`config.mk`:
```
export PLATFORM = sky130hd
export DESIGN_NAME = mdet_queue
export DESIGN_NICKNAME = d
export VERILOG_FILES = /design/src/hdl/mdet_pkg.sv /design/src/hdl/mdet_queue.sv
export SDC_FILE = /design/constraint.sdc
export NUM_CORES = 1
export LEC_CHECK = 0
export BUFFER_PORTS_ARGS = -buffer_cell sky130_fd_sc_hd__buf_4
export CORE_MARGIN = 2
export CORE_UTILIZATION = 26
export CTS_CLUSTER_DIAMETER = 150
export DETAILED_ROUTE_END_ITERATION = 7
export GPL_ROUTABILITY_DRIVEN = 0
export PLACE_DENSITY = 0.56
export REMOVE_ABC_BUFFERS = 1
export SYNTH_ARGS = -nofsm -noshare
export SYNTH_HDL_FRONTEND = slang
export SYNTH_SLANG_ARGS = --single-unit
export TNS_END_PERCENT = 30
```
`constraint.sdc`:
```
create_clock -name clock -period 7.7 [get_ports clock]
set_input_delay 1.54 -clock clock [delete_from_list [all_inputs] [get_ports clock]]
set_output_delay 1.54 -clock clock [all_outputs]
set_load 0.005 [all_outputs]
```
`src/hdl/mdet_pkg.sv`:
```
// ----------------------------------------------------------------------------
// mdet_pkg
// Types, widths and the permutation table shared by the 4x4 determinant unit.
// ----------------------------------------------------------------------------
package mdet_pkg;

   localparam int FIELD_WIDTH   = 16;
   localparam int DET_WIDTH     = 64;
   localparam int ELEM_WIDTH    = 16;
   localparam int FRAC_BITS     = 8;

   localparam int ROWS          = 4;
   localparam int COLUMNS       = 4;
   localparam int STORE_COLUMNS = COLUMNS - 1;
   localparam int COUNT_WIDTH   = $clog2(COLUMNS);
   localparam int ROW_WIDTH     = $clog2(ROWS);
   localparam logic [COUNT_WIDTH-1:0] LAST_COLUMN = COUNT_WIDTH'(COLUMNS - 1);

   localparam int PAIR_WIDTH    = 2 * ELEM_WIDTH;
   localparam int PROD_WIDTH    = 4 * ELEM_WIDTH;
   localparam int ACC_WIDTH     = 4 * ELEM_WIDTH + 2;
   localparam int SCALED_WIDTH  = ACC_WIDTH + 33;
   localparam int SCALE_SHIFT   = 32 - 4 * FRAC_BITS;
   localparam int LEFT_SHIFT    = (SCALE_SHIFT > 0) ? SCALE_SHIFT : 0;
   localparam int RIGHT_SHIFT   = (SCALE_SHIFT < 0) ? -SCALE_SHIFT : 0;

   localparam logic [DET_WIDTH-1:0] DET_MAX = {1'b0, {(DET_WIDTH-1){1'b1}}};
   localparam logic [DET_WIDTH-1:0] DET_MIN = {1'b1, {(DET_WIDTH-1){1'b0}}};

   localparam int TERM_COUNT    = 24;
   localparam int TERM_WIDTH    = $clog2(TERM_COUNT);

   localparam int QUEUE_DEPTH     = 2;
   localparam int QUEUE_PTR_WIDTH = $clog2(QUEUE_DEPTH);
   localparam int QUEUE_CNT_WIDTH = $clog2(QUEUE_DEPTH + 1);

   typedef logic signed [ELEM_WIDTH-1:0] elem_type;
   typedef elem_type [ROWS-1:0]          column_type;
   typedef column_type [COLUMNS-1:0]     matrix_type;

   typedef struct packed {
      logic                 valid;
      matrix_type           matrix;
   } push_type;

   typedef struct packed {
      logic                 full;
      logic                 empty;
   } queue_status_type;

   // one term of the Leibniz expansion: row picked in each column, and parity
   typedef struct packed {
      logic                 neg;
      logic [ROW_WIDTH-1:0] row_c0;
      logic [ROW_WIDTH-1:0] row_c1;
      logic [ROW_WIDTH-1:0] row_c2;
      logic [ROW_WIDTH-1:0] row_c3;
   } perm_type;

   localparam logic [8:0] PERM_TABLE [TERM_COUNT] = '{
      9'b0_00_01_10_11, 9'b1_00_01_11_10, 9'b1_00_10_01_11, 9'b0_00_10_11_01,
      9'b0_00_11_01_10, 9'b1_00_11_10_01, 9'b1_01_00_10_11, 9'b0_01_00_11_10,
      9'b0_01_10_00_11, 9'b1_01_10_11_00, 9'b1_01_11_00_10, 9'b0_01_11_10_00,
      9'b0_10_00_01_11, 9'b1_10_00_11_01, 9'b1_10_01_00_11, 9'b0_10_01_11_00,
      9'b0_10_11_00_01, 9'b1_10_11_01_00, 9'b1_11_00_01_10, 9'b0_11_00_10_01,
      9'b0_11_01_00_10, 9'b1_11_01_10_00, 9'b1_11_10_00_01, 9'b0_11_10_01_00
   };

   function automatic perm_type perm_lookup(input logic [TERM_WIDTH-1:0] idx);
      return perm_type'(PERM_TABLE[idx]);
   endfunction

endpackage

```
`src/hdl/mdet_queue.sv`:
```
// ----------------------------------------------------------------------------
// mdet_queue
// Two-entry matrix queue between the column front end and the compute engine.
// ----------------------------------------------------------------------------
module mdet_queue (
   input  logic                       clock,
   input  logic                       reset,
   input  mdet_pkg::push_type         push,
   input  logic                       pop,
   output mdet_pkg::matrix_type       head,
   output mdet_pkg::queue_status_type q_status
);
   import mdet_pkg::*;

   matrix_type                 entry_ff [QUEUE_DEPTH];
   logic [QUEUE_PTR_WIDTH-1:0] wr_ptr_ff;
   logic [QUEUE_PTR_WIDTH-1:0] wr_ptr_in;
   logic [QUEUE_PTR_WIDTH-1:0] rd_ptr_ff;
   logic [QUEUE_PTR_WIDTH-1:0] rd_ptr_in;
   logic [QUEUE_CNT_WIDTH-1:0] cnt_ff;
   logic [QUEUE_CNT_WIDTH-1:0] cnt_in;
   logic                       do_push;
   logic                       do_pop;

   function automatic logic [QUEUE_PTR_WIDTH-1:0] next_ptr(
      input logic [QUEUE_PTR_WIDTH-1:0] ptr);
      return (ptr == QUEUE_PTR_WIDTH'(QUEUE_DEPTH - 1)) ? '0
                                                         : ptr + QUEUE_PTR_WIDTH'(1);
   endfunction

   assign q_status.full  = (cnt_ff == QUEUE_CNT_WIDTH'(QUEUE_DEPTH));
   assign q_status.empty = (cnt_ff == '0);
   assign do_push        = push.valid && !q_status.full;
   assign do_pop         = pop && !q_status.empty;
   assign head           = entry_ff[rd_ptr_ff];

   always_comb begin
      wr_ptr_in = do_push ? next_ptr(wr_ptr_ff) : wr_ptr_ff;
      rd_ptr_in = do_pop  ? next_ptr(rd_ptr_ff) : rd_ptr_ff;
      cnt_in    = cnt_ff;
      if (do_push && !do_pop) begin
         cnt_in = cnt_ff + QUEUE_CNT_WIDTH'(1);
      end else if (do_pop && !do_push) begin
         cnt_in = cnt_ff - QUEUE_CNT_WIDTH'(1);
      end
   end

   always_ff @(posedge clock) begin
      if (reset) begin
         wr_ptr_ff <= '0;
         rd_ptr_ff <= '0;
         cnt_ff    <= '0;
      end else begin
         wr_ptr_ff <= wr_ptr_in;
         rd_ptr_ff <= rd_ptr_in;
         cnt_ff    <= cnt_in;
      end
   end

   always_ff @(posedge clock) begin
      if (do_push) begin
         entry_ff[wr_ptr_ff] <= push.matrix;
      end
   end

endmodule

```
==> results.ini <==
[layout]
syn2layout_area_growth_pct = 34.8
fin_area_um2 = 25300
antenna_cells = 0
nets = 1634
drive_gt1_share_pct = 60.4
fillers = 6774

[grt]
use_met1_pct = 12.3
grtUsageTotal_pct = 10.9
grt_overflow = 0
gr-usage-met3_pct = 3.73
grt_pass1_vias = 10300
antenna_found_initial = 1
grt_pass1_wl_um = 61700
grt_max_degree = 162
use_met2_pct = 19.5
grt-busiest-layer = met2

[floorplan]
num_rows = 98
fp.dieH_um = 273
core_area_um2 = 71500
die_w_um = 273
ioPinCount = 518
start_util_pct = 26.3
die-area_um2 = 74400

[synth]
synth-seq-cells = 517
synth_area_um2 = 18800
synth_area_per_cell_um2 = 22.9
yosysSeqAreaShare_pct = 82.4
yosysUniqueCellTypes = 15
synthCells = 821
synth_warnings = 0

[clocking]
cts.sink_count = 517
clock_latency_ps = 580
postCtsResizedCells = 0
h-tree-depth = 2
clkTransAtPathRegs_ps = 60
ctsLongestPathBuffers = 3
post_cts.repair.setup_buffers = 0
numCtsBuffers = 56
hold_buffers = 0
cts-root-buf = clkbuf_16
cts_tree = yes

[routing]
drtPass1Iterations = 4
ant_nets = 0
drt_wl_total_um = 42900
viasPerCell = 4.06
post_drt_wl_per_cell_um = 18.1
vias = 9616
drtIter0Drc = 398
drc = 0

[timing]
post-route-period-util_pct = 51.7
slew_headroom_pct = 17.2
hold_viol_final = 0
rsz0062_at_grt = false
max_freq_ghz = 0.251
fin_worst_skew_ps = 10.8
fin_hold_ws_ps = 496
setup_violations = 0
finalCriticalPeriod_ps = 3980
maxSlewViolCount = 0
worst_pin_slew_ps = 1240

[setup_path]
path_class = flop to output port
rr_worst_depth = 4
cp_max_fo = 161
start_kind = flop
worstSetupEndpointType = output port
r2r_start = cnt_ff[0]
rrSetupSlack_ps = 4680
reg2reg_to = entry_ff[0][68]
crit_required_ps = 6160
worst_ep_arrival_time_ps = 2440

[power]
ir_drop_mv = 0.240
powerDensity_nw_per_um2 = 318
p_leak_nw = 9.15

[worst_hold_path]
hold_end = wr_ptr_ff
hold_start = wr_ptr_ff
holdPathStages = 2
hold_path.class = flop to flop

[run]
drv_cap = 0

[placed_design]
dp_hpwl_um = 28000
dpl-instance-area_um2 = 23600
port_buffers = 517

[status]
status = finished, final reports clean

==> cell usage after synthesis <==
cell type,instances,area share [%]
ha_1,1,0.067
a21oi_1,2,0.053
inv_1,2,0.040
xor2_1,3,0.14
mux2_2,256,15
nor2b_2,1,0.047
buf_6,26,1.6
o21ai_0,3,0.080
dfxtp_1,5,0.53
or3_1,2,0.067
buf_4,1,0.040
nor2_1,5,0.10
edfxtp_1,512,82
buf_2,1,0.027
and2_1,1,0.033
==> worst max-delay path, cell delays in order (launching register included) <==
cell and delay (ps):
dfxtp_4 370, buf_12 450, mux2_2 440, buf_4 140
==> flip-flops by register name, summed over array words and instances (netlist names), named ones only <==
| name | cells |
|---|---|
| wr_ptr_ff | 1 |
| cnt_ff | 2 |
| rd_ptr_ff | 1 |
| entry_ff | 512 |
==> power by group <==
| part | switching [mW] | total (mW) | leakage (nW) | internal (mW) |
|---|---|---|---|---|
| Clock | 1.05 | 2.43 | 0.815 | 1.38 |
| Combinational | 0.913 | 2.00 | 3.52 | 1.08 |
| Sequential | 0.0721 | 3.61 | 4.82 | 3.54 |
==> layout make-up <==
cell class / instances / area [µm²] / area share [%]
Sequential cell: 517 / 15500 / 61.1
Multi-Input combinational cell: 274 / 3000 / 11.8
Clock inverter: 38 / 209 / 0.825
Inverter: 2 / 15.0 / 0.0593
Timing Repair Buffer: 522 / 3970 / 15.7
Clock buffer: 66 / 1460 / 5.77
Tap cell: 950 / 1190 / 4.70
==> layer usage <==
layer / share of wire, % / wire, µm
met1: 38 / 16100
met2: 52 / 22400
met4: 2.0 / 843
met5: 0.026 / 11
met3: 8.2 / 3500
==> kinds of logic after synthesis <==
| family | synth area share [%] |
|---|---|
| compound gates | 0.133 |
| xor+xnor | 0.140 |
| fa+ha+maj | 0.0666 |
| buf+inv | 1.67 |
| flops | 82.4 |
| mux | 15.3 |
| simple gates | 0.247 |
==> placed cells by master, fill, tap and decap left out, types with 3 or more instances in the layout <==
cell        instances
nor2_1              5
o21ai_0             3
xor2_1              3
edfxtp_1          512
buf_4             518
clkbuf_1            9
clkinv_1           20
clkbuf_16          57
dfxtp_1             4
clkinvlp_4          3
clkinv_2           11
mux2_2            256
buf_12              4
==> worst max path at each step <==
stage / start / depth (start not counted) / end
CTS: flop / 3 / head[93]
detailed placement: push[256] / 5 / entry_ff[0][21]
floorplan: flop / 1 / head[0]
global route: flop / 3 / head[123]
finish: flop / 3 / head[123]
global placement: push[256] / 5 / entry_ff[0][121]
==> through the flow <==
step	setup WS (ps)	power, mW	setup TNS, ps	utilization [%]	std cells
finish	3720	8.04	0	35.4	2369
global route	3650	8.42	0	35.4	2369
CTS	3730	8.20	0	35.4	2369
detailed placement	3570	5.72	0	33.1	2265
global placement	3630	5.70	0	33.1	2265
floorplan	-565	4.86	-273040	-	793
No activity file was read; power rests on OpenSTA's default activity.
