==> src/hdl/mdet_pkg.sv <==
// ----------------------------------------------------------------------------
// mdet_pkg
// Types, widths and the permutation table shared by the 4x4 determinant unit.
// ----------------------------------------------------------------------------
package mdet_pkg;

   localparam int FIELD_WIDTH   = 16;
   localparam int DET_WIDTH     = 64;
   localparam int ELEM_WIDTH    = 16;
   localparam int FRAC_BITS     = 8;

   localparam int ROWS          = 4;
   localparam int COLUMNS       = 4;
   localparam int STORE_COLUMNS = COLUMNS - 1;
   localparam int COUNT_WIDTH   = $clog2(COLUMNS);
   localparam int ROW_WIDTH     = $clog2(ROWS);
   localparam logic [COUNT_WIDTH-1:0] LAST_COLUMN = COUNT_WIDTH'(COLUMNS - 1);

   localparam int PAIR_WIDTH    = 2 * ELEM_WIDTH;
   localparam int PROD_WIDTH    = 4 * ELEM_WIDTH;
   localparam int ACC_WIDTH     = 4 * ELEM_WIDTH + 2;
   localparam int SCALED_WIDTH  = ACC_WIDTH + 33;
   localparam int SCALE_SHIFT   = 32 - 4 * FRAC_BITS;
   localparam int LEFT_SHIFT    = (SCALE_SHIFT > 0) ? SCALE_SHIFT : 0;
   localparam int RIGHT_SHIFT   = (SCALE_SHIFT < 0) ? -SCALE_SHIFT : 0;

   localparam logic [DET_WIDTH-1:0] DET_MAX = {1'b0, {(DET_WIDTH-1){1'b1}}};
   localparam logic [DET_WIDTH-1:0] DET_MIN = {1'b1, {(DET_WIDTH-1){1'b0}}};

   localparam int TERM_COUNT    = 24;
   localparam int TERM_WIDTH    = $clog2(TERM_COUNT);

   localparam int QUEUE_DEPTH     = 2;
   localparam int QUEUE_PTR_WIDTH = $clog2(QUEUE_DEPTH);
   localparam int QUEUE_CNT_WIDTH = $clog2(QUEUE_DEPTH + 1);

   typedef logic signed [ELEM_WIDTH-1:0] elem_type;
   typedef elem_type [ROWS-1:0]          column_type;
   typedef column_type [COLUMNS-1:0]     matrix_type;

   typedef struct packed {
      logic                 valid;
      matrix_type           matrix;
   } push_type;

   typedef struct packed {
      logic                 full;
      logic                 empty;
   } queue_status_type;

   // one term of the Leibniz expansion: row picked in each column, and parity
   typedef struct packed {
      logic                 neg;
      logic [ROW_WIDTH-1:0] row_c0;
      logic [ROW_WIDTH-1:0] row_c1;
      logic [ROW_WIDTH-1:0] row_c2;
      logic [ROW_WIDTH-1:0] row_c3;
   } perm_type;

   localparam logic [8:0] PERM_TABLE [TERM_COUNT] = '{
      9'b0_00_01_10_11, 9'b1_00_01_11_10, 9'b1_00_10_01_11, 9'b0_00_10_11_01,
      9'b0_00_11_01_10, 9'b1_00_11_10_01, 9'b1_01_00_10_11, 9'b0_01_00_11_10,
      9'b0_01_10_00_11, 9'b1_01_10_11_00, 9'b1_01_11_00_10, 9'b0_01_11_10_00,
      9'b0_10_00_01_11, 9'b1_10_00_11_01, 9'b1_10_01_00_11, 9'b0_10_01_11_00,
      9'b0_10_11_00_01, 9'b1_10_11_01_00, 9'b1_11_00_01_10, 9'b0_11_00_10_01,
      9'b0_11_01_00_10, 9'b1_11_01_10_00, 9'b1_11_10_00_01, 9'b0_11_10_01_00
   };

   function automatic perm_type perm_lookup(input logic [TERM_WIDTH-1:0] idx);
      return perm_type'(PERM_TABLE[idx]);
   endfunction

endpackage

==> src/hdl/mdet_if.sv <==


interface mdet_rsp_if;
   import mdet_pkg::*;

   logic                        valid;
   logic                        ready;
   logic signed [DET_WIDTH-1:0] determinant;
   logic                        saturated;

   modport source (output valid, determinant, saturated, input ready);
   modport sink   (input valid, determinant, saturated, output ready);
endinterface

==> src/hdl/mdet_back.sv <==
// ----------------------------------------------------------------------------
// mdet_back
// Sums the 24 signed four-element products of one matrix through a shared
// multiplier pipeline, then scales to Q32.32 and saturates into the
// result register.
// ----------------------------------------------------------------------------
module mdet_back (
   input  logic                       clock,
   input  logic                       reset,
   input  mdet_pkg::matrix_type       head,
   input  mdet_pkg::queue_status_type q_status,
   output logic                       pop,
   mdet_rsp_if.source                 rsp_chan
);
   import mdet_pkg::*;

   localparam logic [1:0] ST_IDLE  = 2'd0;
   localparam logic [1:0] ST_RUN   = 2'd1;
   localparam logic [1:0] ST_DRAIN = 2'd2;

   logic [1:0]                    state_ff;
   logic [1:0]                    state_in;
   logic [TERM_WIDTH-1:0]         term_ff;
   logic [TERM_WIDTH-1:0]         term_in;

   logic                          v1_ff;
   logic                          v1_in;
   logic                          neg1_ff;
   logic signed [PAIR_WIDTH-1:0]  pab_ff;
   logic signed [PAIR_WIDTH-1:0]  pab_in;
   logic signed [PAIR_WIDTH-1:0]  pcd_ff;
   logic signed [PAIR_WIDTH-1:0]  pcd_in;

   logic                          v2_ff;
   logic                          v2_in;
   logic                          neg2_ff;
   logic signed [PROD_WIDTH-1:0]  prod_ff;
   logic signed [PROD_WIDTH-1:0]  prod_in;

   logic signed [ACC_WIDTH-1:0]   acc_ff;
   logic signed [ACC_WIDTH-1:0]   acc_in;

   logic                          out_valid_ff;
   logic                          out_valid_in;
   logic [DET_WIDTH-1:0]          out_det_ff;
   logic [DET_WIDTH-1:0]          out_det_in;
   logic                          out_sat_ff;
   logic                          out_sat_in;

   perm_type                      perm;
   elem_type                      op_a;
   elem_type                      op_b;
   elem_type                      op_c;
   elem_type                      op_d;
   logic                          start;
   logic                          finish;
   logic signed [SCALED_WIDTH-1:0] scaled;
   logic                          fits;

   assign perm = perm_lookup(term_ff);
   assign op_a = head[0][perm.row_c0];
   assign op_b = head[1][perm.row_c1];
   assign op_c = head[2][perm.row_c2];
   assign op_d = head[3][perm.row_c3];

   assign start  = (state_ff == ST_IDLE) && !q_status.empty;
   assign finish = (state_ff == ST_DRAIN) && !v1_ff && !v2_ff
                   && (!out_valid_ff || rsp_chan.ready);
   assign pop    = finish;

   always_comb begin
      state_in = state_ff;
      term_in  = term_ff;
      unique case (state_ff)
         ST_IDLE: begin
            if (start) begin
               state_in = ST_RUN;
               term_in  = '0;
            end
         end
         ST_RUN: begin
            term_in = term_ff + TERM_WIDTH'(1);
            if (term_ff == TERM_WIDTH'(TERM_COUNT - 1)) begin
               state_in = ST_DRAIN;
            end
         end
         ST_DRAIN: begin
            if (finish) begin
               state_in = ST_IDLE;
            end
         end
         default: begin
            state_in = ST_IDLE;
         end
      endcase
   end

   always_comb begin
      v1_in   = (state_ff == ST_RUN);
      pab_in  = op_a * op_b;
      pcd_in  = op_c * op_d;
      v2_in   = v1_ff;
      prod_in = pab_ff * pcd_ff;
      acc_in  = acc_ff;
      if (start) begin
         acc_in = '0;
      end else if (v2_ff) begin
         acc_in = neg2_ff ? acc_ff - ACC_WIDTH'(prod_ff) : acc_ff + ACC_WIDTH'(prod_ff);
      end
   end

   always_comb begin
      scaled = (SCALED_WIDTH'(acc_ff) <<< LEFT_SHIFT) >>> RIGHT_SHIFT;
      fits   = (&scaled[SCALED_WIDTH-1:DET_WIDTH-1]) || !(|scaled[SCALED_WIDTH-1:DET_WIDTH-1]);
      out_det_in   = out_det_ff;
      out_sat_in   = out_sat_ff;
      out_valid_in = out_valid_ff && !rsp_chan.ready;
      if (finish) begin
         out_valid_in = 1'b1;
         out_sat_in   = !fits;
         if (fits) begin
            out_det_in = scaled[DET_WIDTH-1:0];
         end else begin
            out_det_in = scaled[SCALED_WIDTH-1] ? DET_MIN : DET_MAX;
         end
      end
   end

   always_ff @(posedge clock) begin
      if (reset) begin
         state_ff     <= ST_IDLE;
         v1_ff        <= 1'b0;
         v2_ff        <= 1'b0;
         out_valid_ff <= 1'b0;
      end else begin
         state_ff     <= state_in;
         v1_ff        <= v1_in;
         v2_ff        <= v2_in;
         out_valid_ff <= out_valid_in;
      end
   end

   always_ff @(posedge clock) begin
      term_ff    <= term_in;
      pab_ff     <= pab_in;
      pcd_ff     <= pcd_in;
      neg1_ff    <= perm.neg;
      prod_ff    <= prod_in;
      neg2_ff    <= neg1_ff;
      acc_ff     <= acc_in;
      out_det_ff <= out_det_in;
      out_sat_ff <= out_sat_in;
   end

   assign rsp_chan.valid       = out_valid_ff;
   assign rsp_chan.determinant = out_det_ff;
   assign rsp_chan.saturated   = out_sat_ff;

endmodule

==> src/flat_wrapper.sv <==
// flat-port wrapper written by rule: the top's interface ports become plain ports
module mdet_back_flat import mdet_pkg::*;
  (clock, reset, head, q_status, pop, rsp_chan_valid, rsp_chan_determinant, rsp_chan_saturated, rsp_chan_ready);
  mdet_rsp_if rsp_chan_i ();
  input  logic clock;
  input  logic reset;
  input  mdet_pkg::matrix_type head;
  input  mdet_pkg::queue_status_type q_status;
  output logic pop;
  output wire logic [$bits(rsp_chan_i.valid)-1:0] rsp_chan_valid;
  output wire logic [$bits(rsp_chan_i.determinant)-1:0] rsp_chan_determinant;
  output wire logic [$bits(rsp_chan_i.saturated)-1:0] rsp_chan_saturated;
  input wire logic [$bits(rsp_chan_i.ready)-1:0] rsp_chan_ready;
  assign rsp_chan_valid = rsp_chan_i.valid;
  assign rsp_chan_determinant = rsp_chan_i.determinant;
  assign rsp_chan_saturated = rsp_chan_i.saturated;
  assign rsp_chan_i.ready = rsp_chan_ready;
  mdet_back u_core (.clock(clock), .reset(reset), .head(head), .q_status(q_status), .pop(pop), .rsp_chan(rsp_chan_i));
endmodule
==> config.mk <==
export PLATFORM = sky130hd
export DESIGN_NAME = mdet_back_flat
export DESIGN_NICKNAME = d
export VERILOG_FILES = /design/src/hdl/mdet_pkg.sv /design/src/hdl/mdet_if.sv /design/src/hdl/mdet_back.sv /design/src/flat_wrapper.sv
export SDC_FILE = /design/constraint.sdc
export NUM_CORES = 2
export LEC_CHECK = 0
export BUFFER_PORTS_ARGS = -buffer_cell sky130_fd_sc_hd__buf_2
export CAP_MARGIN = 20
export CORE_MARGIN = 8
export CORE_UTILIZATION = 40
export CTS_CLUSTER_SIZE = 24
export DETAILED_ROUTE_END_ITERATION = 12
export HOLD_SLACK_MARGIN = 0.08
export PLACE_DENSITY = 0.6
export SETUP_SLACK_MARGIN = 0.02
export SLEW_MARGIN = 10
export SYNTH_ARGS = -nofsm -noshare
export SYNTH_HDL_FRONTEND = slang
export SYNTH_SLANG_ARGS = --single-unit
==> constraint.sdc <==
create_clock -name clock -period 7.53 [get_ports clock]
set_input_delay 1.506 -clock clock [delete_from_list [all_inputs] [get_ports clock]]
set_output_delay 1.506 -clock clock [all_outputs]
set_load 0.02 [all_outputs]
==> flow_metrics.py <==
metrics = {
    "clock_network": {
        "cts_made_buffers": 35,
        "cts_tree": "built",
        "clk_path_buf_depth": 3,
        "cts.sinks": 271,
        "clk_pin_slew_ps": 60,
        "cts_hold_buf": 0,
        "cts_root_buffer": "clkbuf_16",
        "clkLatencyLatePin_ps": 570,
        "htree_levels": 2,
    },
    "routing": {
        "vias_per_cell": 4.89,
        "dr.pass1.iters": 5,
        "ant_nets": 0,
        "wl_per_cell_um": 17.0,
        "first_iter_violations": 2994,
        "wirelength_um": 188000,
        "drc": 0,
        "vias": 53800,
    },
    "finish": {
        "fillers": 16500,
        "antenna-diode-count": 0,
        "drive_gt1_frac": 0.194,
        "syn_to_final_growth_pct": 20.2,
        "fin_nets": 10900,
        "fin_cells": 11000,
    },
    "worst_setup_path": {
        "crit_fanout": 6,
        "r2r-start": "u_core.term_ff[1]$_SDFFCE_PN0P_",
        "endpoint": "u_core.pcd_ff[30]$_DFF_P_",
        "crit_slowest_cell": "fa_2",
        "cp.required_ps": 8010,
        "end_kind": "register",
        "reg2reg_to": "u_core.pcd_ff[30]$_DFF_P_",
        "cp-start-kind": "register",
        "critPathArrivalTime_ps": 8220,
        "path_common_cell": "fa_1",
        "critPathKind": "register to register",
        "r2r_cells": 33,
        "crit_path_max_incr_delay_ps": 600,
        "worstSetupStartpoint": "u_core.term_ff[1]$_SDFFCE_PN0P_",
        "r2r_slack_ps": -210,
    },
    "global_route": {
        "grt_pass1_vias": 59200,
        "grt_pass1_wl_um": 308000,
        "grt_max_degree": 67,
        "antenna_found_initial": 0,
        "grt_overflow": 0,
        "track_usage": 0.195,
    },
    "floorplan": {
        "dieArea_um2": 191000,
        "die_y_um": 437,
        "initial_core_util": 0.402,
        "rows": 154,
        "die_w_um": 437,
        "io_pins": 328,
        "core_area_um2": 176000,
    },
    "yosys": {
        "yosysTopAreaCell": "fa_1",
        "synth_area_per_cell_um2": 9.14,
        "yosys-top-cells-area": "fa_1 45%, inv_1 8.4%, ha_1 7.5%",
        "yosysSeqAreaShare": 0.0865,
        "synth_cell_types": 89,
        "syn-num-nets": 10000,
        "netlist_area_um2": 70800,
        "ys.flop_type": "dfxtp_1",
        "synth_top_area_share": 0.454,
        "ys_async_sr_fraction": 0,
        "postSynthCellCount": 7744,
        "yosysWarningCount": 0,
        "synth_edf_count": 70,
        "synth.most_common_cell": "fa_1",
        "ys_ff_latch": 271,
        "netlist_top_cells_count": "1607 x fa_1, 1590 x inv_1, 907 x nand2_1",
    },
    "timing": {
        "slew-limit-headroom": 0.374,
        "finalHoldViolations": 0,
        "fin_crit_sh": 1.03,
        "worstMarginPinSlew_ps": 930,
        "setup_viol": 8,
        "setup_ws_ps": -210,
        "fin_hold_ws_ps": 446,
        "min_period_ps": 7740,
        "fin_tns_setup_ps": -608,
        "rsz0062_at_grt": "true",
        "clock_skew_ps": 21.9,
        "slew_viol_final": 0,
        "max_freq_mhz": 129,
    },
    "placement": {
        "place_inst": 10800,
        "place_congestion": 0.905,
        "hpwl_um": 162000,
        "place_ws_ps": -439,
        "io_buffers": 326,
    },
    "run_status": {
        "status": "finished with violations",
        "violations": "negative setup slack",
    },
    "run": {
        "cap_violations": 0,
    },
    "worst_hold_path": {
        "hp-class": "register to register",
    },
}
==> critical path: cells and delay by family (launching register included) <==
kind	cells	cell delay, ps
mux	4	1030
flops	1	440
compound gates	7	1180
buf+inv	9	860
fa+ha+maj	8	3520
xor+xnor	1	140
simple gates	4	490
==> cell usage in the layout (no fill, tap or decap), types with 25 or more instances in the layout <==
cell / count
a21o_1: 112
a21oi_1: 198
a21oi_2: 43
a31oi_1: 28
and2_1: 526
buf_12: 81
buf_2: 330
buf_4: 715
buf_6: 68
clkbuf_16: 38
dfxtp_1: 178
edfxtp_1: 70
fa_1: 1553
fa_2: 54
ha_1: 394
ha_4: 29
inv_1: 1560
inv_2: 29
mux2_2: 25
mux2i_1: 139
nand2_1: 886
nand2b_1: 37
nand3_1: 35
nand4_1: 27
nor2_1: 558
nor3_1: 33
o21a_1: 26
o21ai_0: 97
o21bai_1: 33
xnor2_1: 196
xor2_1: 64
==> cell families (layout without fill, tap and decap cells) <==
logic type,count (synthesis),count (layout),synth area share
compound gates,721,721,0.0646
simple gates,2296,2296,0.151
flops,271,271,0.0865
xor+xnor,266,266,0.0329
fa+ha+maj,2033,2033,0.530
mux,224,224,0.0328
buf+inv,1933,2859,0.103
==> layer usage <==
metal / part of all wire / track usage / vias to the layer above
li1: - / - / 25200
met1: 0.45 / 0.269 / 27000
met2: 0.47 / 0.328 / 1459
met3: 0.061 / 0.0307 / 260
met4: 0.023 / 0.0401 / 0
met5: 0 / 0 / -
==> per-stage QoR <==
step | util | instance area [um^2]
3_3_place_gp | 0.459 | 80900
2_1_floorplan | - | 70900
3_5_place_dp | 0.459 | 80900
6_report | 0.483 | 85100
5_1_grt | 0.483 | 85100
4_1_cts | 0.473 | 83400
==> worst min path at each step <==
stage / from / end / cells after the start
global route: u_core.v1_ff$_SDFF_PP0_ / u_core.v2_ff$_SDFF_PP0_ / 1
floorplan: u_core.neg1_ff$_DFF_P_ / u_core.neg2_ff$_DFF_P_ / 0
CTS: u_core.v1_ff$_SDFF_PP0_ / u_core.v2_ff$_SDFF_PP0_ / 1
global placement: u_core.v1_ff$_SDFF_PP0_ / u_core.v2_ff$_SDFF_PP0_ / 1
finish: u_core.v1_ff$_SDFF_PP0_ / u_core.v2_ff$_SDFF_PP0_ / 1
detailed placement: u_core.v1_ff$_SDFF_PP0_ / u_core.v2_ff$_SDFF_PP0_ / 1
==> area by class of cell <==
class / instances / area, um^2 / share of cell area
clock inverters: 24 / 279 / 0.00328
inverters: 1591 / 5970 / 0.0702
repair buffers: 1206 / 9630 / 0.113
well taps: 2340 / 2930 / 0.0344
flip-flops and latches: 271 / 6180 / 0.0726
multi-input cells: 5540 / 59300 / 0.696
clock buffers: 38 / 887 / 0.0104
==> what timing repair did <==
| item | in CTS | in global routing |
|---|---|---|
| endpoints found under the setup margin | 35 | 44 |
| endpoints found under the hold margin | 0 | 0 |
| pin swaps | 89 | 218 |
| resized for setup | 192 | 325 |
| setup buffers | 56 | 56 |
| gates cloned | 4 | 7 |
==> state kept, by name, indices dropped and copies added, names as in the netlist <==
name / cells
u_core.prod_ff: 64
u_core.pab_ff: 32
u_core.pcd_ff: 32
u_core.term_ff: 5
u_core.neg1_ff: 1
u_core.state_ff: 2
u_core.acc_ff: 66
u_core.v1_ff: 1
u_core.rsp_chan.determinant: 64
u_core.v2_ff: 1
u_core.rsp_chan.valid: 1
u_core.rsp_chan.saturated: 1
u_core.neg2_ff: 1
Power is not shown: default switching activity piles up to over one toggle a cycle in this logic, so the estimate is an artifact.
