[config.mk]
export PLATFORM = sky130hd
export DESIGN_NAME = mdet_front_flat
export DESIGN_NICKNAME = d
export VERILOG_FILES = /design/src/hdl/mdet_pkg.sv /design/src/hdl/mdet_if.sv /design/src/hdl/mdet_front.sv /design/src/flat_wrapper.sv
export SDC_FILE = /design/constraint.sdc
export NUM_CORES = 1
export LEC_CHECK = 0
export BUFFER_PORTS_ARGS = -buffer_cell sky130_fd_sc_hd__buf_4
export CAP_MARGIN = 0
export CORE_AREA = 2 2 127 129
export DETAILED_ROUTE_END_ITERATION = 12
export DIE_AREA = 0 0 129 131
export PLACE_DENSITY = 0.74
export REMOVE_ABC_BUFFERS = 1
export SYNTH_ARGS = -nofsm -noshare
export SYNTH_HDL_FRONTEND = slang
export SYNTH_SLANG_ARGS = --single-unit
[constraint.sdc]
create_clock -name clock -period 3 [get_ports clock]
set_input_delay 0.6 -clock clock [delete_from_list [all_inputs] [get_ports clock]]
set_output_delay 0.6 -clock clock [all_outputs]
set_load 0.03 [all_outputs]
[src/hdl/mdet_pkg.sv]
// ----------------------------------------------------------------------------
// mdet_pkg
// Types, widths and the permutation table shared by the 4x4 determinant unit.
// ----------------------------------------------------------------------------
package mdet_pkg;

   localparam int FIELD_WIDTH   = 16;
   localparam int DET_WIDTH     = 64;
   localparam int ELEM_WIDTH    = 16;
   localparam int FRAC_BITS     = 8;

   localparam int ROWS          = 4;
   localparam int COLUMNS       = 4;
   localparam int STORE_COLUMNS = COLUMNS - 1;
   localparam int COUNT_WIDTH   = $clog2(COLUMNS);
   localparam int ROW_WIDTH     = $clog2(ROWS);
   localparam logic [COUNT_WIDTH-1:0] LAST_COLUMN = COUNT_WIDTH'(COLUMNS - 1);

   localparam int PAIR_WIDTH    = 2 * ELEM_WIDTH;
   localparam int PROD_WIDTH    = 4 * ELEM_WIDTH;
   localparam int ACC_WIDTH     = 4 * ELEM_WIDTH + 2;
   localparam int SCALED_WIDTH  = ACC_WIDTH + 33;
   localparam int SCALE_SHIFT   = 32 - 4 * FRAC_BITS;
   localparam int LEFT_SHIFT    = (SCALE_SHIFT > 0) ? SCALE_SHIFT : 0;
   localparam int RIGHT_SHIFT   = (SCALE_SHIFT < 0) ? -SCALE_SHIFT : 0;

   localparam logic [DET_WIDTH-1:0] DET_MAX = {1'b0, {(DET_WIDTH-1){1'b1}}};
   localparam logic [DET_WIDTH-1:0] DET_MIN = {1'b1, {(DET_WIDTH-1){1'b0}}};

   localparam int TERM_COUNT    = 24;
   localparam int TERM_WIDTH    = $clog2(TERM_COUNT);

   localparam int QUEUE_DEPTH     = 2;
   localparam int QUEUE_PTR_WIDTH = $clog2(QUEUE_DEPTH);
   localparam int QUEUE_CNT_WIDTH = $clog2(QUEUE_DEPTH + 1);

   typedef logic signed [ELEM_WIDTH-1:0] elem_type;
   typedef elem_type [ROWS-1:0]          column_type;
   typedef column_type [COLUMNS-1:0]     matrix_type;

   typedef struct packed {
      logic                 valid;
      matrix_type           matrix;
   } push_type;

   typedef struct packed {
      logic                 full;
      logic                 empty;
   } queue_status_type;

   // one term of the Leibniz expansion: row picked in each column, and parity
   typedef struct packed {
      logic                 neg;
      logic [ROW_WIDTH-1:0] row_c0;
      logic [ROW_WIDTH-1:0] row_c1;
      logic [ROW_WIDTH-1:0] row_c2;
      logic [ROW_WIDTH-1:0] row_c3;
   } perm_type;

   localparam logic [8:0] PERM_TABLE [TERM_COUNT] = '{
      9'b0_00_01_10_11, 9'b1_00_01_11_10, 9'b1_00_10_01_11, 9'b0_00_10_11_01,
      9'b0_00_11_01_10, 9'b1_00_11_10_01, 9'b1_01_00_10_11, 9'b0_01_00_11_10,
      9'b0_01_10_00_11, 9'b1_01_10_11_00, 9'b1_01_11_00_10, 9'b0_01_11_10_00,
      9'b0_10_00_01_11, 9'b1_10_00_11_01, 9'b1_10_01_00_11, 9'b0_10_01_11_00,
      9'b0_10_11_00_01, 9'b1_10_11_01_00, 9'b1_11_00_01_10, 9'b0_11_00_10_01,
      9'b0_11_01_00_10, 9'b1_11_01_10_00, 9'b1_11_10_00_01, 9'b0_11_10_01_00
   };

   function automatic perm_type perm_lookup(input logic [TERM_WIDTH-1:0] idx);
      return perm_type'(PERM_TABLE[idx]);
   endfunction

endpackage

[src/hdl/mdet_if.sv]
// ----------------------------------------------------------------------------
// mdet_req_if / mdet_rsp_if
// Valid/ready channels for matrix columns and determinant results.
// ----------------------------------------------------------------------------
interface mdet_req_if;
   import mdet_pkg::*;

   logic                          valid;
   logic                          ready;
   logic signed [FIELD_WIDTH-1:0] elem_row0;
   logic signed [FIELD_WIDTH-1:0] elem_row1;
   logic signed [FIELD_WIDTH-1:0] elem_row2;
   logic signed [FIELD_WIDTH-1:0] elem_row3;

   modport source (output valid, elem_row0, elem_row1, elem_row2, elem_row3,
                   input ready);
   modport sink   (input valid, elem_row0, elem_row1, elem_row2, elem_row3,
                   output ready);
endinterface


[src/hdl/mdet_front.sv]
// ----------------------------------------------------------------------------
// mdet_front
// Accepts columns, holds columns 0 to 2 and pushes each full matrix.
// ----------------------------------------------------------------------------
module mdet_front (
   input  logic                      clock,
   input  logic                      reset,
   mdet_req_if.sink                  req_chan,
   input  mdet_pkg::queue_status_type q_status,
   output mdet_pkg::push_type        push
);
   import mdet_pkg::*;

   logic [COUNT_WIDTH-1:0] count_ff;
   logic [COUNT_WIDTH-1:0] count_in;
   column_type             store_ff [STORE_COLUMNS];
   column_type             col_in;
   logic                   last;
   logic                   accept;

   always_comb begin
      col_in[0] = req_chan.elem_row0[ELEM_WIDTH-1:0];
      col_in[1] = req_chan.elem_row1[ELEM_WIDTH-1:0];
      col_in[2] = req_chan.elem_row2[ELEM_WIDTH-1:0];
      col_in[3] = req_chan.elem_row3[ELEM_WIDTH-1:0];
   end

   assign last           = (count_ff == LAST_COLUMN);
   assign req_chan.ready = !last || !q_status.full;
   assign accept         = req_chan.valid && req_chan.ready;

   always_comb begin
      count_in = count_ff;
      if (accept) begin
         count_in = last ? '0 : count_ff + COUNT_WIDTH'(1);
      end
   end

   always_ff @(posedge clock) begin
      if (reset) begin
         count_ff <= '0;
      end else begin
         count_ff <= count_in;
      end
   end

   always_ff @(posedge clock) begin
      if (accept && !last) begin
         store_ff[count_ff] <= col_in;
      end
   end

   always_comb begin
      push.valid     = accept && last;
      push.matrix[0] = store_ff[0];
      push.matrix[1] = store_ff[1];
      push.matrix[2] = store_ff[2];
      push.matrix[3] = col_in;
   end

endmodule

[src/flat_wrapper.sv]
// flat-port wrapper written by rule: the top's interface ports become plain ports
module mdet_front_flat import mdet_pkg::*;
  (clock, reset, q_status, push, req_chan_valid, req_chan_elem_row0, req_chan_elem_row1, req_chan_elem_row2, req_chan_elem_row3, req_chan_ready);
  mdet_req_if req_chan_i ();
  input  logic clock;
  input  logic reset;
  input  mdet_pkg::queue_status_type q_status;
  output mdet_pkg::push_type push;
  input wire logic [$bits(req_chan_i.valid)-1:0] req_chan_valid;
  input wire logic [$bits(req_chan_i.elem_row0)-1:0] req_chan_elem_row0;
  input wire logic [$bits(req_chan_i.elem_row1)-1:0] req_chan_elem_row1;
  input wire logic [$bits(req_chan_i.elem_row2)-1:0] req_chan_elem_row2;
  input wire logic [$bits(req_chan_i.elem_row3)-1:0] req_chan_elem_row3;
  output wire logic [$bits(req_chan_i.ready)-1:0] req_chan_ready;
  assign req_chan_i.valid = req_chan_valid;
  assign req_chan_i.elem_row0 = req_chan_elem_row0;
  assign req_chan_i.elem_row1 = req_chan_elem_row1;
  assign req_chan_i.elem_row2 = req_chan_elem_row2;
  assign req_chan_i.elem_row3 = req_chan_elem_row3;
  assign req_chan_ready = req_chan_i.ready;
  mdet_front u_core (.clock(clock), .reset(reset), .req_chan(req_chan_i), .q_status(q_status), .push(push));
endmodule
==> results.ini, run 1 <==
[clocking]
cts_tree = yes
clock-sinks = 194
cts_buffer_depth = 2
cts_root_buffer = clkbuf_16
holdBufCountCts = 0
clk_pin_slew_worst_paths_ns = 0.07
cts_buffers = 17
clk_latency_ns = 0.41
htree_levels = 4
post_cts_resized = 0
cts_setup_buffers = 0

[worst_setup_path]
r2r_start = u_core.count_ff[0]
end_kind = output pin
cp.required_ns = 2.40
worst_setup_path_start_kind = flip-flop
path_class = reg2out
r2r-end = u_core.store_ff[0][16]
r2r_slack_ns = 1.11
r2r_cells = 4
crit_fanout = 5
arrival_ns = 1.46

[placement]
place_inst = 756
gp_congestion = 0.707
io_buffers = 325

[final_layout]
drive_above_1_share_pct = 63.8
final_common_cell = buf_4
final_cell_mix = buf_4, edfxtp_1, clkbuf_16
syn_to_final_growth_pct = 45.2
final_cells = 788
antenna_cells = 0
layout.nets = 632

[sta]
rsz0062_at_grt = false
fin_crit_sh_pct = 68.8
fin_setup_tns_ns = 0
setup_viol = 0
fin_crit_ns = 2.06
fin_skew_ns = 0.00861
worstMarginPinSlew_ns = 0.597
fmax_mhz = 485
relSlewSlack_pct = 60.2
maxSlewViolCount = 0
finalHoldViolCount = 0

[route]
drt-initial-drc-count = 165
avgViaCountPerCell = 4.37
wl_per_cell_um = 17.5
ant_nets = 0
vias = 3442
wirelength_um = 13800
drc_errors = 0
drt_pre_antenna_iters = 4

[run]
cap_viol_max_count = 0

[power]
p_seq_share_pct = 50.5
p_leak_nw = 3.75
power.density_nw_per_um2 = 674
clkPwrFrac_pct = 37.0
ir_drop_uv = 348
intPower_w = 0.00481
combinationalPowerShare_pct = 12.6
netSwitchingPower_w = 0.00148
swShare_pct = 23.6

[synthesis]
yosysUniqueCellTypes = 13
ys_ff_latch = 194
yosysWarnings = 0
synthCells = 275
yosysSeqAreaShare_pct = 90.3
synth_area_um2 = 6430
syn_area_per_cell_um2 = 23.4

[die]
num_io_pins = 327
coreArea_um2 = 15600
die_y_um = 131
rows = 46
dieWidth_um = 129
die-area_um2 = 16900
start_util_pct = 41.2

[min_path]
hp-start = reset
hold_depth = 2
hold_end = u_core.count_ff[0]
hp-class = in2reg

[grt]
first_global_vias = 3409
globalRouteOverflowTotal = 0
antenna_found_initial = 0
grt_pass1_wl_um = 18900
grt.total_usage_pct = 15.4
grt_max_degree = 65

[run_status]
status = finished clean

-- registers in the layout (all words and copies together) (netlist names) --
signal,cells
u_core.store_ff,192
u_core.count_ff,2
-- cells in the mapped netlist --
library cell  number  area, um^2
edfxtp_1         192        5770
buf_4             64         480
ha_1               4        50.1
and2_1             3        18.8
dfxtp_1            2        40.0
inv_1              2        7.51
nor2_1             2        7.51
a211oi_2           1        12.5
a21boi_2           1        11.3
and3b_2            1        10.0
mux2i_1            1        10.0
nand2_1            1        3.75
nor2b_2            1        8.76
-- logic make-up (layout without fill, tap and decap cells) --
logic type	count (synthesis)	count (layout)	share of synthesized area (%)
mux	1	1	0.156
compound gates	2	2	0.370
flops	194	194	90.3
fa+ha+maj	4	4	0.779
simple gates	8	8	0.759
buf+inv	66	363	7.59
-- worst max path at each step --
stage	end	slack [ns]	startpoint
2_1_floorplan	u_core.store_ff[0][0]	0.28	req_chan_valid
3_3_place_gp	u_core.store_ff[0][27]	1.05	req_chan_valid
3_5_place_dp	u_core.store_ff[0][34]	1.02	req_chan_valid
4_1_cts	push[256]	0.90	u_core.count_ff[0]
5_1_grt	push[256]	0.84	u_core.count_ff[0]
6_report	push[256]	0.94	u_core.count_ff[0]
-- critical path: stages, from the launching register on --
cell	delay, ns
dfxtp_1	0.42
ha_1	0.28
and3b_2	0.20
buf_4	0.15
-- stage by stage --
stage          hold slack, ns  cell area (um^2)  total power [W]  setup WS, ns  utilization, %
2_1_floorplan           0.496              5950          0.00354         0.285               -
3_3_place_gp            0.511              8710          0.00402          1.05            55.9
3_5_place_dp            0.551              8710          0.00404          1.02            55.9
4_1_cts                 0.318              9330          0.00635         0.898            59.8
5_1_grt                 0.322              9330          0.00649         0.841            59.8
6_report                0.339              9330          0.00629         0.937            59.8
-- area by class of cell --
class                   instances  area [um^2]
clock buffers                  20          437
clock inverters                12          178
fillers                      1138         6270
inverters                       2         7.51
multi-input cells              15          136
flip-flops and latches        194         5810
well taps                     216          270
repair buffers                329         2490
-- metal layers --
metal  global-route usage (%)  vias up  wire, um
li1                         -     1548         -
met1                     17.1     1681      5090
met2                     26.9      193      7380
met5                        0        -         0
met3                     5.58       20      1080
met4                     6.52        0       235
-- power by group through the flow --
stage / sequential, W / clock, W / combinational [W]
2_1_floorplan: 0.00348 / 0 / 0.0000599
3_3_place_gp: 0.00323 / 0 / 0.000789
3_5_place_dp: 0.00323 / 0 / 0.000802
4_1_cts: 0.00318 / 0.00237 / 0.000803
5_1_grt: 0.00319 / 0.00248 / 0.000829
6_report: 0.00317 / 0.00232 / 0.000791
Power figures use the tool's default switching activity.
==> run 2: changes to the inputs <==
- ABC_AREA: unset -> 1
- clock period: 3 -> 2 ns (I/O delays scaled with it)
==> results.ini, run 2 <==
[final_layout]
largest_reg_flops = 192  ; unchanged
antenna_cells = 0  ; unchanged
largest-register = u_core.store_ff  ; unchanged
layout.nets = 645  ; was 632
final_area_um2 = 9410  ; was 9330 um^2
drive_above_1_share_pct = 63.6  ; was 63.8%
final_cells = 799  ; was 788
reg_top3 = u_core.store_ff x192, u_core.count_ff x2  ; unchanged
final_common_cell = buf_4  ; unchanged
final_cell_mix = buf_4, edfxtp_1, clkbuf_16  ; unchanged
syn_to_final_growth_pct = 45.9  ; was 45.2%

[sta]
fin_crit_sh_pct = 94.0
fin_setup_tns_ns = 0  ; unchanged
whs_ns = 0.187  ; was 0.339 ns
worstMarginPinSlew_ns = 0.225  ; was 0.597 ns
setup_viol = 0  ; unchanged
fin_skew_ns = 0.00770  ; was 0.00861 ns
fmax_mhz = 532
rsz0062_at_grt = false  ; unchanged
setup_slack_ns = 0.121  ; was 0.937 ns
fin_crit_ns = 1.88
maxSlewViolCount = 0  ; unchanged
relSlewSlack_pct = 85.0  ; was 60.2%
finalHoldViolCount = 0  ; unchanged

[power]
ir_drop_uv = 494  ; was 348 uV
netSwitchingPower_w = 0.00228  ; was 0.00148 W
combinationalPowerShare_pct = 13.5  ; was 12.6%
p_seq_share_pct = 50.9  ; was 50.5%
p_leak_nw = 3.79  ; was 3.75 nW
clkPwrFrac_pct = 35.6  ; was 37.0%
swShare_pct = 24.3  ; was 23.6%
intPower_w = 0.00711  ; was 0.00481 W
power.density_nw_per_um2 = 998  ; was 674 nW/um^2

[clocking]
cts_buffer_depth = 2  ; unchanged
cts_buffers = 17  ; unchanged
cts_tree = yes  ; unchanged
cts_root_buffer = clkbuf_16  ; unchanged
clk_pin_slew_worst_paths_ns = 0.07  ; about the same
htree_levels = 4  ; unchanged
clock-sinks = 194  ; unchanged
clk_latency_ns = 0.41  ; about the same

[min_path]
hp-class = in2reg  ; unchanged

[synthesis]
synthCells = 286  ; was 275
synthFlopType = edfxtp_1  ; unchanged
synth_common_cells = edfxtp_1, buf_4, inv_1  ; was edfxtp_1, buf_4, ha_1, and2_1
synth.area.top_cells = edfxtp_1, buf_4, ha_1, dfxtp_1, inv_1  ; was edfxtp_1, buf_4, ha_1, dfxtp_1, and2_1
synth_area_leader_cell = edfxtp_1  ; unchanged
ys_ff_latch = 194  ; unchanged
synth_top_area_share_pct = 89.4  ; was 89.7%
synth-xor-area-share_pct = 0  ; unchanged
synth_edf_count = 192  ; unchanged
synthSimpleGateAreaFrac_pct = 1.24  ; was 0.759%
synthAdderAreaFrac_pct = 0.776  ; was 0.779%
synth.most_common_cell = edfxtp_1  ; unchanged
synth_async_sr_flop_share_pct = 0  ; unchanged
synth_compound_area_share_pct = 0  ; was 0.370%
yosysSeqAreaShare_pct = 90.0  ; was 90.3%
yosysWarnings = 0  ; unchanged
synth_area_um2 = 6450  ; was 6430 um^2
yosysUniqueCellTypes = 14  ; was 13
synthMuxAreaShare_pct = 0  ; was 0.156%
synth_top_family_by_area = buffers and inverters  ; unchanged
syn_area_per_cell_um2 = 22.6  ; was 23.4 um^2

[placement]
gp_congestion = 0.759  ; was 0.707
place_ws_ns = 0.314  ; was 1.02 ns
place_area_um2 = 8820  ; was 8710 um^2
place_inst = 769  ; was 756
io_buffers = 325  ; unchanged
place_hpwl_um = 10400

[run]
cap_viol_max_count = 0  ; unchanged

[worst_setup_path]
cp.required_ns = 1.60  ; was 2.40 ns
arrival_ns = 1.48  ; was 1.46 ns
path_class = reg2out  ; unchanged
worst_setup_path_start_kind = flip-flop  ; unchanged
r2r_slack_ns = 0.37  ; was 1.11 ns
end_kind = output pin  ; unchanged
crit_fanout = 5  ; unchanged

[grt]
grt.total_usage_pct = 16.2  ; was 15.4%
antenna_found_initial = 0  ; unchanged
grt_max_degree = 37  ; was 65
globalRouteOverflowTotal = 0  ; unchanged
first_global_vias = 3362  ; was 3409
grt_pass1_wl_um = 19800  ; was 18900 um

[route]
wirelength_um = 14400  ; was 13800 um
drc_errors = 0  ; unchanged
avgViaCountPerCell = 4.38  ; was 4.37
vias = 3502  ; was 3442
wl_per_cell_um = 18.0  ; was 17.5 um
drt-initial-drc-count = 177  ; was 165
drt_pre_antenna_iters = 4  ; unchanged
ant_nets = 0  ; unchanged

[die]
dieWidth_um = 129  ; unchanged
die_y_um = 131  ; unchanged
num_io_pins = 327  ; unchanged
start_util_pct = 41.4  ; was 41.2%
rows = 46  ; unchanged
die-area_um2 = 16900  ; unchanged
coreArea_um2 = 15600  ; unchanged

[run_status]
status = finished clean  ; unchanged

[run 2: stage by stage]
stage                     utilization (%)  total power (W)
after floorplan                         -          0.00536
after global placement               56.6          0.00612
after detailed placement             56.6          0.00615
after CTS                            60.3          0.00948
after global routing                 60.3          0.00971
final                                60.3          0.00939
[run 2: critical path, stage by stage, from the launching register on]
cell,delay [ns]
dfxtp_2,0.37
ha_2,0.21
nand2_2,0.09
and2_4,0.16
nand2_1,0.05
inv_1,0.03
buf_4,0.15
[run 2: area by class of cell]
type                            count  area [um^2]
Clock buffer                       17          425
Clock inverter                     13          160
Fill cell                        1145         6180
Inverter                            9         33.8
Multi-Input combinational cell     19          155
Sequential cell                   194         5810
Tap cell                          216          270
Timing Repair Buffer              331         2560
[run 2: path summary, 6_finish.rpt]
| check | from | cells past startpoint | endpoint |
|---|---|---|---|
| worst max-delay path | u_core.count_ff[1] | 6 | push[256] |
| worst min-delay path | req_chan_elem_row3[0] | 1 | u_core.store_ff[0][48] |
| worst max register to register | u_core.count_ff[0] | 5 | u_core.store_ff[0][15] |
| worst min register to register | u_core.count_ff[1] | 2 | u_core.count_ff[1] |
[run 2: power by group through the flow]
| stage | sequential [W] | clock, W | combinational [W] |
|---|---|---|---|
| final | 0.00478 | 0.00335 | 0.00127 |
| after global routing | 0.00479 | 0.00359 | 0.00133 |
| after CTS | 0.00478 | 0.00342 | 0.00128 |
| after detailed placement | 0.00487 | 0 | 0.00128 |
| after global placement | 0.00486 | 0 | 0.00126 |
| after floorplan | 0.00526 | 0 | 0.000105 |
[run 2: cells by family after synthesis]
kind of cell,count (synthesis)
DFF,194
buffers and inverters,73
and+or+nand+nor,15
adders and majority gates,4
[run 2: routing by layer]
layer	part of all wire, %	global-route usage (%)	vias to the layer above
li1	-	-	1574
met3	6.8	4.76	23
met2	54	28.4	184
met4	2.0	7.03	0
met5	0	0	-
met1	37	18.5	1721
[run 2: repair_timing]
| action | 4_1_cts | 5_1_grt |
|---|---|---|
| setup buffers | 0 | 0 |
| hold buffers | 0 | 0 |
| setup endpoints to repair | 1 | 1 |
| gates resized for setup | 1 | 2 |
==> run 3: changes to the inputs <==
==> constraint.sdc (replaced) <==
create_clock -name clock -period 2 [get_ports clock]
set_input_delay 0.1 -clock clock [delete_from_list [all_inputs] [get_ports clock]]
set_output_delay 0.1 -clock clock [all_outputs]
set_load 0.03 [all_outputs]
==> results.ini, run 3 (synthesis gave the netlist of run 2 again) <==
[run_status]
status = finished clean  ; unchanged

[clocking]
htree_levels = 4  ; unchanged
cts_root_buffer = clkbuf_16  ; unchanged
clk_pin_slew_worst_paths_ns = 0.06  ; was 0.07 ns
cts_buffer_depth = 2  ; unchanged
cts_buffers = 17  ; unchanged
post_cts_resized = 0  ; was 1
cts_tree = yes  ; unchanged
clock-sinks = 194  ; unchanged
clk_latency_ns = 0.42  ; was 0.41 ns

[worst_setup_path]
crit_slowest_cell = dfxtp_1  ; was dfxtp_2
critPathBufInv = 1  ; was 2
r2r_cells = 5  ; unchanged
crit_chain = ha_1, nand2_2, nand3_2, nor2_4, buf_12  ; was ha_2, nand2_2, and2_4, nand2_1, inv_1, buf_4
worst_setup_path_start_kind = flip-flop  ; unchanged
cp_slowest_stage_delay_ns = 0.35  ; was 0.37 ns
cp.required_ns = 2.10  ; was 1.60 ns
r2r-end = u_core.store_ff[1][30]  ; was u_core.store_ff[0][15]
crit_fanout = 34  ; was 5
r2r_start = u_core.count_ff[1]  ; was u_core.count_ff[0]
end_kind = flip-flop  ; was output pin
crit_family = simple AND/OR/NAND/NOR gates  ; was flip-flops
r2r_slack_ns = 0.34  ; was 0.37 ns
arrival_ns = 1.76  ; was 1.48 ns
path_class = reg2reg  ; was reg2out

[sta]
fin_skew_ns = 0.00838  ; was 0.00770 ns
worstMarginPinSlew_ns = 0.217  ; was 0.225 ns
setup_slack_ns = 0.338  ; was 0.121 ns
fmax_mhz = 602  ; was 532 MHz
fin_setup_tns_ns = 0  ; unchanged
relSlewSlack_pct = 85.5  ; was 85.0%
setup_viol = 0  ; unchanged
maxSlewViolCount = 0  ; unchanged
fin_crit_sh_pct = 83.1  ; was 94.0%
finalHoldViolCount = 0  ; unchanged
rsz0062_at_grt = false  ; unchanged
fin_crit_ns = 1.66  ; was 1.88 ns

[power]
p_leak_nw = 4.05  ; was 3.79 nW
power.density_nw_per_um2 = 931  ; was 998 nW/um^2
ir_drop_uv = 626  ; was 494 uV

[final_layout]
final_cell_mix = buf_4, edfxtp_1, dlygate4sd3_1  ; was buf_4, edfxtp_1, clkbuf_16
syn_to_final_growth_pct = 55.5  ; was 45.9%
largest-register = u_core.store_ff  ; unchanged
largest_reg_flops = 192  ; unchanged
fill_cells = 1033  ; was 1145
layout.nets = 711  ; was 645
drive_above_1_share_pct = 56.3  ; was 63.6%
fin_util_pct = 64.3  ; was 60.3%
antenna_cells = 0  ; unchanged
final_common_cell = buf_4  ; unchanged
reg_top3 = u_core.store_ff x192, u_core.count_ff x2  ; unchanged

[min_path]
hold_end = u_core.count_ff[1]  ; was u_core.store_ff[0][48]
hp-class = in2reg  ; unchanged
hp-start = req_chan_valid  ; was req_chan_elem_row3[0]
hold_depth = 4  ; was 1

[run]
cap_viol_max_count = 0  ; unchanged

[route]
drt_pre_antenna_iters = 4  ; unchanged
wl_per_cell_um = 18.0  ; about the same
wirelength_um = 15500  ; was 14400 um
vias = 3809  ; was 3502
avgViaCountPerCell = 4.41  ; was 4.38
drt-initial-drc-count = 201  ; was 177
ant_nets = 0  ; unchanged
drc_errors = 0  ; unchanged

[die]
die_y_um = 131  ; unchanged
die-area_um2 = 16900  ; unchanged
dieWidth_um = 129  ; unchanged
num_io_pins = 327  ; unchanged
coreArea_um2 = 15600  ; unchanged
rows = 46  ; unchanged
start_util_pct = 41.4  ; unchanged

[grt]
grt.total_usage_pct = 17.3  ; was 16.2%
antenna_found_initial = 0  ; unchanged
globalRouteOverflowTotal = 0  ; unchanged
grt_max_degree = 35  ; was 37
first_global_vias = 3728  ; was 3362
grt_pass1_wl_um = 21300  ; was 19800 um

[placement]
io_buffers = 325  ; unchanged
place_hpwl_um = 10300  ; was 10400 um
gp_congestion = 0.749  ; was 0.759
place_ws_ns = 0.349  ; was 0.314 ns

[run 3: how the worst max path moves through the flow]
stage	startpoint	to	slack, ns	cells after the start
after global placement	u_core.count_ff[0]	u_core.store_ff[1][15]	0.40	5
final	u_core.count_ff[1]	u_core.store_ff[1][30]	0.34	5
after global routing	u_core.count_ff[1]	push[256]	0.25	6
after detailed placement	u_core.count_ff[0]	u_core.store_ff[2][40]	0.35	5
after CTS	u_core.count_ff[1]	push[256]	0.33	6
after floorplan	u_core.count_ff[0]	u_core.store_ff[0][0]	-2.05	4
[run 3: layout make-up]
class	instances	area, um^2	share of cell area [%]
flip-flops and latches	194	5810	57.9
repair buffers	397	3220	32.1
clock buffers	19	433	4.32
well taps	216	270	2.69
multi-input cells	19	153	1.52
clock inverters	10	114	1.14
inverters	9	33.8	0.337
[run 3: per-layer routing]
metal  part of all wire [%]  global-route usage, %
met5                      0                      0
met4                    2.0                   7.23
met3                    6.1                   5.29
met2                     55                   30.8
met1                     37                   19.5
[run 3: worst reg2reg max path: cells and delay by family (launching register included)]
kind                     cells  cell delay, ns
AND/OR/NAND/NOR              3            0.50
flip-flops                   1            0.35
buffers and inverters        1            0.24
adder cells (fa/ha/maj)      1            0.23
[run 3: what timing repair did]
action	in CTS	in global routing
hold endpoints to repair	194	0
hold buffers	66	0
endpoints found under the setup margin	0	0
setup buffers	0	0
[run 3: metrics by stage]
step	power (W)	hold slack [ns]	std cells	cell area, um^2
2_1_floorplan	0.00536	0.199	222	5970
3_3_place_gp	0.00612	0.301	769	8820
3_5_place_dp	0.00615	0.306	769	8820
4_1_cts	0.00942	0.00634	864	10000
5_1_grt	0.00965	0.0301	864	10000
6_report	0.00934	0.0421	864	10000
[run 3: power by group]
| group | internal, W | switching (W) | leakage [nW] | total [W] |
|---|---|---|---|---|
| combinational | 0.000519 | 0.000861 | 1.99 | 0.00138 |
| clock | 0.00182 | 0.00136 | 0.266 | 0.00318 |
| sequential | 0.00472 | 0.0000598 | 1.79 | 0.00478 |
